[src/rtl/core/fpas_pkg.sv]
// ----------------------------------------------------------------------------
// fpas_pkg
// Shared widths and helpers for the single-precision adder/subtractor.
// ----------------------------------------------------------------------------
`default_nettype none

package fpas_pkg;

  localparam int unsigned WORD_W = 32;
  localparam int unsigned EXP_W  = 8;
  localparam int unsigned MAN_W  = 23;
  localparam int unsigned SUM_W  = 27;
  localparam int unsigned LZ_W   = 5;

  // opcode of the command port
  typedef enum logic {
    CMD_ADD = 1'b0,
    CMD_SUB = 1'b1
  } cmd_t;

  // leading zero count over the 26 low bits of the normalized sum (26 if all zero)
  function automatic logic [LZ_W-1:0] lzc26(input logic [25:0] v);
    logic [LZ_W-1:0] n;
    logic            found;
    n     = LZ_W'(26);
    found = 1'b0;
    for (int i = 25; i >= 0; i--) begin
      if (!found && v[i]) begin
        n     = LZ_W'(25 - i);
        found = 1'b1;
      end
    end
    return n;
  endfunction

endpackage

`default_nettype wire

[src/rtl/core/fpas_datapath.sv]
// ----------------------------------------------------------------------------
// fpas_datapath
// Combinational add/subtract: align, add, normalize, round and pack.
// ----------------------------------------------------------------------------
`default_nettype none

module fpas_datapath
  import fpas_pkg::*;
(
  input  wire logic              sub,
  input  wire logic [WORD_W-1:0] a,
  input  wire logic [WORD_W-1:0] b,
  output logic      [WORD_W-1:0] y
);

  logic             sa, sb, same, pick_b, big_s, sticky0, stck, g, r, l, up;
  logic [EXP_W-1:0] ea, eb, big_e, eyr, low_e;
  logic [8:0]       diff, esi, ey, eyd;
  logic [4:0]       shamt, lz;
  logic [23:0]      ma, mb, big_m, small_m;
  logic [54:0]      aligned;
  logic [SUM_W-1:0] sum, norm;
  logic [25:0]      shifted;
  logic [24:0]      rounded;
  logic [9:0]       eyf;
  logic [22:0]      my;
  logic             sy;

  always_comb begin
    // unpack with hidden bit
    sa = a[31];
    sb = b[31] ^ (sub == CMD_SUB);
    ea = a[30:23];
    eb = b[30:23];
    ma = {(ea != '0), a[22:0]};
    mb = {(eb != '0), b[22:0]};

    // pick the larger operand
    diff   = (ea > eb) ? ({1'b0, ea} - {1'b0, eb}) : ({1'b0, eb} - {1'b0, ea});
    shamt  = (diff > 9'd31) ? 5'd31 : diff[4:0];
    pick_b = (shamt == '0) ? !(ma > mb) : !(ea > eb);
    big_m   = pick_b ? mb : ma;
    small_m = pick_b ? ma : mb;
    big_e   = pick_b ? eb : ea;
    big_s   = pick_b ? sb : sa;

    // align with guard, round and sticky
    aligned = {small_m, 31'b0} >> shamt;
    sticky0 = (aligned[28:0] != '0);
    same    = (sa == sb);
    if (same) sum = {1'b0, big_m, 2'b0} + SUM_W'(aligned[54:29]);
    else      sum = {1'b0, big_m, 2'b0} - SUM_W'(aligned[54:29]);

    // carry renormalize, exponent 255 plus carry keeps the ninth bit
    esi = {1'b0, big_e} + 9'd1;
    if (sum[26]) begin
      if (esi == 9'd255) begin
        eyd  = 9'd255;
        norm = SUM_W'(1) << 25;
        stck = 1'b0;
      end else begin
        eyd  = esi;
        norm = sum >> 1;
        stck = sticky0 | sum[0];
      end
    end else begin
      eyd  = {1'b0, big_e};
      norm = sum;
      stck = sticky0;
    end

    // leading zero normalize, subnormal special shift
    lz    = lzc26(norm[25:0]);
    eyf   = {1'b0, eyd} - {5'b0, lz};
    low_e = {3'b0, eyd[4:0]};
    if (!eyf[9] && eyf != '0) begin
      shifted = norm[25:0] << lz;
      eyr     = eyf[7:0];
    end else begin
      shifted = (low_e == '0) ? norm[25:0] : (norm[25:0] << (eyd[4:0] - 5'd1));
      eyr     = '0;
    end

    // rounding
    g  = shifted[1];
    r  = shifted[0];
    l  = shifted[2];
    up = (g && !r && !stck && l) || (g && !r && same && stck) || (g && r);
    rounded = {1'b0, shifted[25:2]} + {24'b0, up};

    // pack
    if (rounded[24]) begin
      ey = {1'b0, eyr} + 9'd1;
      if (ey > 9'd255) ey = 9'd255;
      my = '0;
    end else if (rounded[23:0] == '0) begin
      ey = '0;
      my = '0;
    end else begin
      ey = {1'b0, eyr};
      my = rounded[22:0];
    end
    sy = (ey == '0 && my == '0) ? (sa & sb) : big_s;
    y  = {sy, ey[7:0], my};
  end

endmodule

`default_nettype wire

[src/rtl/core/fp32_add_sub_top.sv]
// ----------------------------------------------------------------------------
// fp32_add_sub_top
// Single-precision add/subtract with registered operands and result.
// ----------------------------------------------------------------------------
// A word is taken whenever start is high; busy is always low, so one word
// can enter every cycle. The result passes the input register, then the
// result register, and appears on out_sum_bits with out_valid high for
// exactly one cycle; the receiver cannot stall, so it must take the word
// in that cycle.
`default_nettype none

module fp32_add_sub_top
  import fpas_pkg::*;
(
  input  wire logic              clk,
  input  wire logic              rst_n,
  input  wire logic              start,
  output logic                   busy,
  input  wire logic              in_command,
  input  wire logic [WORD_W-1:0] in_operand_a,
  input  wire logic [WORD_W-1:0] in_operand_b,
  output logic                   out_valid,
  output logic      [WORD_W-1:0] out_sum_bits
);

  logic              vld_r, res_vld_r;
  logic              cmd_r;
  logic [WORD_W-1:0] a_r, b_r, res_r, res_nxt;

  assign busy = 1'b0;

  // valid flags of the input and result registers
  always_ff @(posedge clk) begin
    if (!rst_n) begin
      vld_r     <= 1'b0;
      res_vld_r <= 1'b0;
    end else begin
      vld_r     <= start;
      res_vld_r <= vld_r;
    end
  end

  always_ff @(posedge clk) begin
    if (start) begin
      cmd_r <= in_command;
      a_r   <= in_operand_a;
      b_r   <= in_operand_b;
    end
    if (vld_r) res_r <= res_nxt;
  end

  fpas_datapath u_dp (
    .sub (cmd_r),
    .a   (a_r),
    .b   (b_r),
    .y   (res_nxt)
  );

  assign out_valid    = res_vld_r;
  assign out_sum_bits = res_r;

endmodule

`default_nettype wire

[config.mk]
export PLATFORM = sky130hd
export DESIGN_NAME = fp32_add_sub_top
export DESIGN_NICKNAME = d
export VERILOG_FILES = /design/src/rtl/core/fpas_pkg.sv /design/src/rtl/core/fpas_datapath.sv /design/src/rtl/core/fp32_add_sub_top.sv
export SDC_FILE = /design/constraint.sdc
export NUM_CORES = 1
export LEC_CHECK = 0
export BUFFER_PORTS_ARGS = -buffer_cell sky130_fd_sc_hd__buf_2
export CELL_PAD_IN_SITES_DETAIL_PLACEMENT = 2
export CELL_PAD_IN_SITES_GLOBAL_PLACEMENT = 2
export CORE_MARGIN = 3
export CORE_UTILIZATION = 35
export DETAILED_ROUTE_END_ITERATION = 6
export GPL_TIMING_DRIVEN = 1
export HOLD_SLACK_MARGIN = 0.02
export PLACE_DENSITY_LB_ADDON = 0.1
export SLEW_MARGIN = 20
export SYNTH_ARGS = -nofsm -noshare
export SYNTH_HDL_FRONTEND = slang
export SYNTH_SLANG_ARGS = --single-unit
export TNS_END_PERCENT = 30
[constraint.sdc]
create_clock -name clk -period 30.5 [get_ports clk]
set_input_delay 4.575 -clock clk [delete_from_list [all_inputs] [get_ports clk]]
set_output_delay 4.575 -clock clk [all_outputs]
set_load 0.05 [all_outputs]
==> results_dict.tcl, run 1 <==
set metrics [dict create \
    post-route-cell-area_sq_um 19200 \
    initial_utilization_pct 35.9 \
    placed_cell_area_sq_um 18900 \
    final_hold_viol_count 0 \
    die-area_sq_um 53500 \
    setup_viol 0 \
    final_common_cell "nand2_1" \
    synth-adder-area-share_pct 7.63 \
    place_hpwl_mm 70.0 \
    fillers 5872 \
    fp.dieH_um 231 \
    tightest_slew_ns 1.10 \
    avgViaCountPerCell 6.53 \
    crit_buf_inv 6 \
    cts_buffer_depth 2 \
    ys_ff_latch 99 \
    max_freq_mhz 51.2 \
    synth_mux_area_share_pct 8.39 \
    min-delay-start "vld_r" \
    leakage_nw 7.50 \
    final-max-slew-violation-count 0 \
    synth_area_sq_um 17800 \
    peakVddDrop_mv 0.0473 \
    finalWeightedCongestion 0.959 \
    grt_pass1_wl_mm 134 \
    cpPeakStageDelay_ns 0.79 \
    min_path_cells 1 \
    synth_top_flop_cell "edfxtp_1" \
    hold_class "register to register" \
    holdBufCountCts 0 \
    synth-edff-count 97 \
    ios 102 \
    powerDensity_nw_per_um2 100 \
    grt_max_degree 67 \
    cts-root-buf "clkbuf_16" \
    grt_pass1_vias 21300 \
    postSynthCellCount 2401 \
    worstRegToRegCells 67 \
    antenna_found_initial 0 \
    ys_types 125 \
    dr.first_iter.drc_count 1737 \
    regArea_sq_um 2950 \
    portBuffers 100 \
    fin_ws_ns 10.96 \
    grt_usage_pct 32.2 \
    yosys_warnings 0 \
    yosys.area_share.simple_pct 25.1 \
    drtAntennaViolNets 0 \
    synth-xor-area-share_pct 3.50 \
    start_kind "register" \
    clk_pin_slew_ns 0.08 \
    synth-compound-area-share_pct 32.2 \
    slowest_stage "and4_1" \
    cp-end-kind "register" \
    syn-num-nets 2575 \
    crit_family "compound AO/OA/AOI/OAI gates" \
    pwr-share-seq_pct 10.5 \
    num_vias 20200 \
    crit_type "register to register" \
    status "finished, final reports clean" \
    finalSetupTns_ns 0 \
    multi_input_area_sq_um 13700 \
    crit_path_max_fanout 57 \
    die_w_um 231 \
    critPathArrivalTime_ns 19.66 \
    num_rows 81 \
    cts_sinks 99 \
    cts_buffers 9 \
    cp.required_ns 30.62 \
    avgSynthCellArea_sq_um 7.41 \
    combPwrFrac_pct 83.0 \
    layout_common_cells "nand2_1 (246), nor2_1 (202), a21oi_1 (169)" \
    clk_latency_ns 0.38 \
    whs_ns 0.475 \
    dp_cells 3072 \
    switching_power_mw 1.17 \
    cts_tree "built" \
    r2r-end "out_sum_bits[31]" \
    fin_util_pct 38.7 \
    cts_setup_buffers 0 \
    postSynth.asyncResetShare_pct 0 \
    gr-total-overflow 0 \
    post_cts_resized 0 \
    switching_share_pct 61.0 \
    core_area_sq_um 49600 \
    drc 0 \
    r2r_start "a_r[29]" \
    grt_setup_unrepaired "no" \
    final_net_count 2593 \
    total_power_mw 1.93 \
    relSlewSlack_pct 24.2 \
    hold_end "out_valid" \
    drive_gt1_share_pct 12.5 \
    r2r_slack_ns 10.96 \
    htree_levels 3 \
    period_share_pct 64.1 \
    ys_seq_area_share_pct 16.6 \
    cap_viol_max_count 0 \
    syn2layout_area_growth_pct 7.85 \
    fin_worst_skew_ns 0.0126 \
    internal-power_mw 0.751 \
    instances_no_fill 3088 \
    synth_top_family_by_area "compound AO/OA/AOI/OAI gates" \
    min_period_ns 19.54 \
    drt_pass1_iterations 6 \
    pre_cts_slack_ns 11.27 \
    antennaDiodeCount 0 \
    wire_per_inst_um 28.4 \
    wirelength_mm 87.7 \
    p_clk_share_pct 6.5 \
]
## flip-flops by register name (all words and copies together) (netlist names)
signal        cells
out_sum_bits     32
vld_r             1
a_r              32
b_r              32
cmd_r             1
out_valid         1
## power groups by stage
stage	combinational, mW	clock (mW)	sequential, mW
3_3_place_gp	1.51	0	0.205
3_5_place_dp	1.55	0	0.206
2_1_floorplan	0.984	0	0.253
4_1_cts	1.56	0.127	0.203
6_report	1.60	0.124	0.203
5_1_grt	1.71	0.132	0.205
## metal layers
layer	GRT usage [%]	wire length (um)	vias up
li1	-	-	9155
met1	46.0	40700	10200
met2	49.9	38600	633
met3	4.82	5640	147
met4	10.4	2760	0
met5	0	0	-
## Yosys cell counts, drive strengths merged, types with 39 or more instances
library cell  count  area [sq um]
nand3            86           448
inv             130           488
mux2i            98           981
a211oi           51           398
o211ai           48           360
nor3             97           500
o21ai           172           876
clkbuf           88           330
ha              102          1280
xnor2            53           464
o22ai            40           263
nand4            39           263
buf              54           339
a21oi           178           940
nand2           248           941
edfxtp           97          2910
nor2            208           801
## worst max path at each step
stage / endpoint / slack (ns) / cells past startpoint / from
global placement: out_sum_bits[31] / 12.43 / 67 / a_r[29]
global route: out_sum_bits[31] / 9.50 / 66 / a_r[29]
CTS: out_sum_bits[31] / 11.23 / 67 / a_r[29]
floorplan: out_sum_bits[31] / 15.43 / 70 / a_r[26]
finish: out_sum_bits[31] / 10.96 / 67 / a_r[29]
detailed placement: out_sum_bits[31] / 11.27 / 67 / a_r[29]
## area by class of cell
| type | count | share of cell area [%] |
|---|---|---|
| sequential | 99 | 15.4 |
| multi-input combinational | 2029 | 71.6 |
| tap | 664 | 4.33 |
| timing repair buffer | 149 | 4.53 |
| clock buffer | 9 | 1.17 |
| inverter | 131 | 2.56 |
| clock inverter | 7 | 0.431 |
## logic make-up (layout without fill, tap and decap cells)
group / after synthesis / in the layout
fa+ha+maj: 106 / 106
mux: 134 / 134
other cells: 1 / 1
buf+inv: 273 / 296
compound gates: 825 / 825
xor+xnor: 71 / 71
simple gates: 892 / 892
flops: 99 / 99
## worst reg2reg max path, delay by kind of cell (launching register included)
| family | cells | cell delay, ns |
|---|---|---|
| AOI/OAI and AO/OA | 28 | 7.96 |
| and+or+nand+nor | 21 | 5.48 |
| buffers and inverters | 6 | 2.00 |
| adders and majority gates | 6 | 1.75 |
| muxes | 6 | 1.65 |
| DFF | 1 | 0.47 |
Power figures use the tool's default switching activity.
==> inputs of run 2 (changes only) <==
- clock period: 30.5 -> 19.75 ns (I/O delays scaled with it)
==> run 2 against run 1 <==
  * Combinational power rose by 56%
  * Sequential power rose by 54%
  * First-iteration DRC count rose by 4.5%
  * Sequential cell count did not move
  * Count of clock-buffer cells in the layout did not move
  * Worst hold slack got worse by 0.010 ns
  * Routed wire length rose by 2.1%
  * Die area did not move
  * Critical path type unchanged
  * Largest power group unchanged
  * Highest routed layer unchanged
==> results_dict.tcl, run 2 (synthesis gave the netlist of run 1 again) <==
set metrics [dict create \
    dr.first_iter.drc_count 1815 \
    num_rows 81 \
    setup_viol 0 \
    cp.required_ns 19.88 \
    finalSetupTns_ns 0 \
    core_area_sq_um 49600 \
    portBuffers 100 \
    drtAntennaViolNets 0 \
    cp-startpoint "a_r[29]" \
    peakVddDrop_mv 0.0788 \
    drc 0 \
    start_kind "register" \
    fin_worst_skew_ns 0.0129 \
    cts_buffer_depth 2 \
    cts_sinks 99 \
    htree_levels 3 \
    leakage_nw 7.50 \
    slowest_stage "o41a_1" \
    cpPeakStageDelay_ns 0.60 \
    pwr-share-seq_pct 10.4 \
    max_freq_mhz 54.2 \
    grt_max_degree 67 \
    cts_tree "built" \
    final_net_count 2592 \
    initial_utilization_pct 35.9 \
    antenna_found_initial 1 \
    wirelength_mm 89.5 \
    final_hold_viol_count 0 \
    fillers 5862 \
    wire_per_inst_um 29.0 \
    status "finished, final reports clean" \
    drive_gt1_share_pct 12.9 \
    drt_pass1_iterations 6 \
    r2r_start "a_r[29]" \
    powerDensity_nw_per_um2 156 \
    fp.dieH_um 231 \
    cp-end-kind "register" \
    crit_path_max_fanout 35 \
    cts_buffers 9 \
    place_hpwl_mm 71.1 \
    switching_share_pct 61.3 \
    period_share_pct 93.4 \
    crit_type "register to register" \
    layout_common_cells "nand2_1 (245), nor2_1 (201), a21oi_1 (168)" \
    switching_power_mw 1.84 \
    grt_pass1_wl_mm 134 \
    combPwrFrac_pct 82.9 \
    pre_cts_slack_ns 0.861 \
    cap_viol_max_count 0 \
    min_period_ns 18.44 \
    r2r_slack_ns 1.31 \
    crit_top_cell "nand2_1" \
    critPathArrivalTime_ns 18.57 \
    relSlewSlack_pct 21.9 \
    clk_pin_slew_ns 0.08 \
    tightest_slew_ns 1.14 \
    ios 102 \
    grt_pass1_vias 21000 \
    num_vias 20400 \
    die_w_um 231 \
    gr-total-overflow 0 \
    r2r-end "out_sum_bits[31]" \
    internal-power_mw 1.16 \
    crit_path_end "out_sum_bits[31]" \
    antennaDiodeCount 0 \
    total_power_mw 3.01 \
    p_clk_share_pct 6.7 \
    clk_latency_ns 0.38 \
    fin_util_pct 38.8 \
    hold_class "register to register" \
    final-max-slew-violation-count 0 \
    avgViaCountPerCell 6.62 \
    worstRegToRegCells 66 \
    finalWeightedCongestion 0.959 \
    syn2layout_area_growth_pct 8.28 \
    grt_usage_pct 32.4 \
    fin_ws_ns 1.31 \
    cts-root-buf "clkbuf_16" \
    final_common_cell "nand2_1" \
    whs_ns 0.465 \
    die-area_sq_um 53500 \
]
[run 2: how the worst min path moves through the flow]
stage                 start          endpoint  depth (start not counted)
CTS                   vld_r         out_valid                          1
floorplan           a_r[31]  out_sum_bits[31]                          2
global route          vld_r         out_valid                          1
finish                vld_r         out_valid                          1
detailed placement    vld_r         out_valid                          1
global placement      vld_r         out_valid                          1
[run 2: area by class of cell]
| class | instances | area [sq um] | share of cell area [%] |
|---|---|---|---|
| flip-flops and latches | 99 | 2950 | 15.3 |
| multi-input cells | 2029 | 13800 | 71.6 |
| clock buffers | 9 | 225 | 1.17 |
| clock inverters | 7 | 95.1 | 0.494 |
| repair buffers | 148 | 865 | 4.49 |
| inverters | 131 | 492 | 2.55 |
| well taps | 664 | 831 | 4.32 |
[run 2: critical path, delay by kind of cell (launching register included)]
kind                     cells  cell delay, ns
AO/OA/AOI/OAI               27            8.32
adder cells (fa/ha/maj)      6            1.93
buffers and inverters        4            1.09
flip-flops                   1            0.49
multiplexers                 3            0.68
AND/OR/NAND/NOR             26            5.62
[run 2: through the flow]
stage,cell area [sq um],instances
after floorplan,17800,2401
after global placement,18900,3070
after detailed placement,18900,3070
after CTS,19200,3086
after global routing,19300,3087
final,19300,3087
[run 2: metal layers]
layer	vias up	track usage [%]	wire length, um
met2	798	50.5	39700
met3	136	5.33	6450
met4	0	9.30	2280
met1	10400	46.1	41100
li1	9139	-	-
met5	-	0	0
[run 2: timing repair]
item	in CTS	in global routing
setup buffers	0	1
hold buffers	0	0
gates resized for setup	0	16
setup endpoints to repair	0	20
[run 2: power by group through the flow]
stage / combinational (mW) / sequential [mW] / clock (mW)
after global routing: 2.65 / 0.316 / 0.209
after floorplan: 1.52 / 0.391 / 0
after CTS: 2.42 / 0.313 / 0.205
after global placement: 2.34 / 0.315 / 0
final: 2.50 / 0.313 / 0.201
after detailed placement: 2.40 / 0.317 / 0
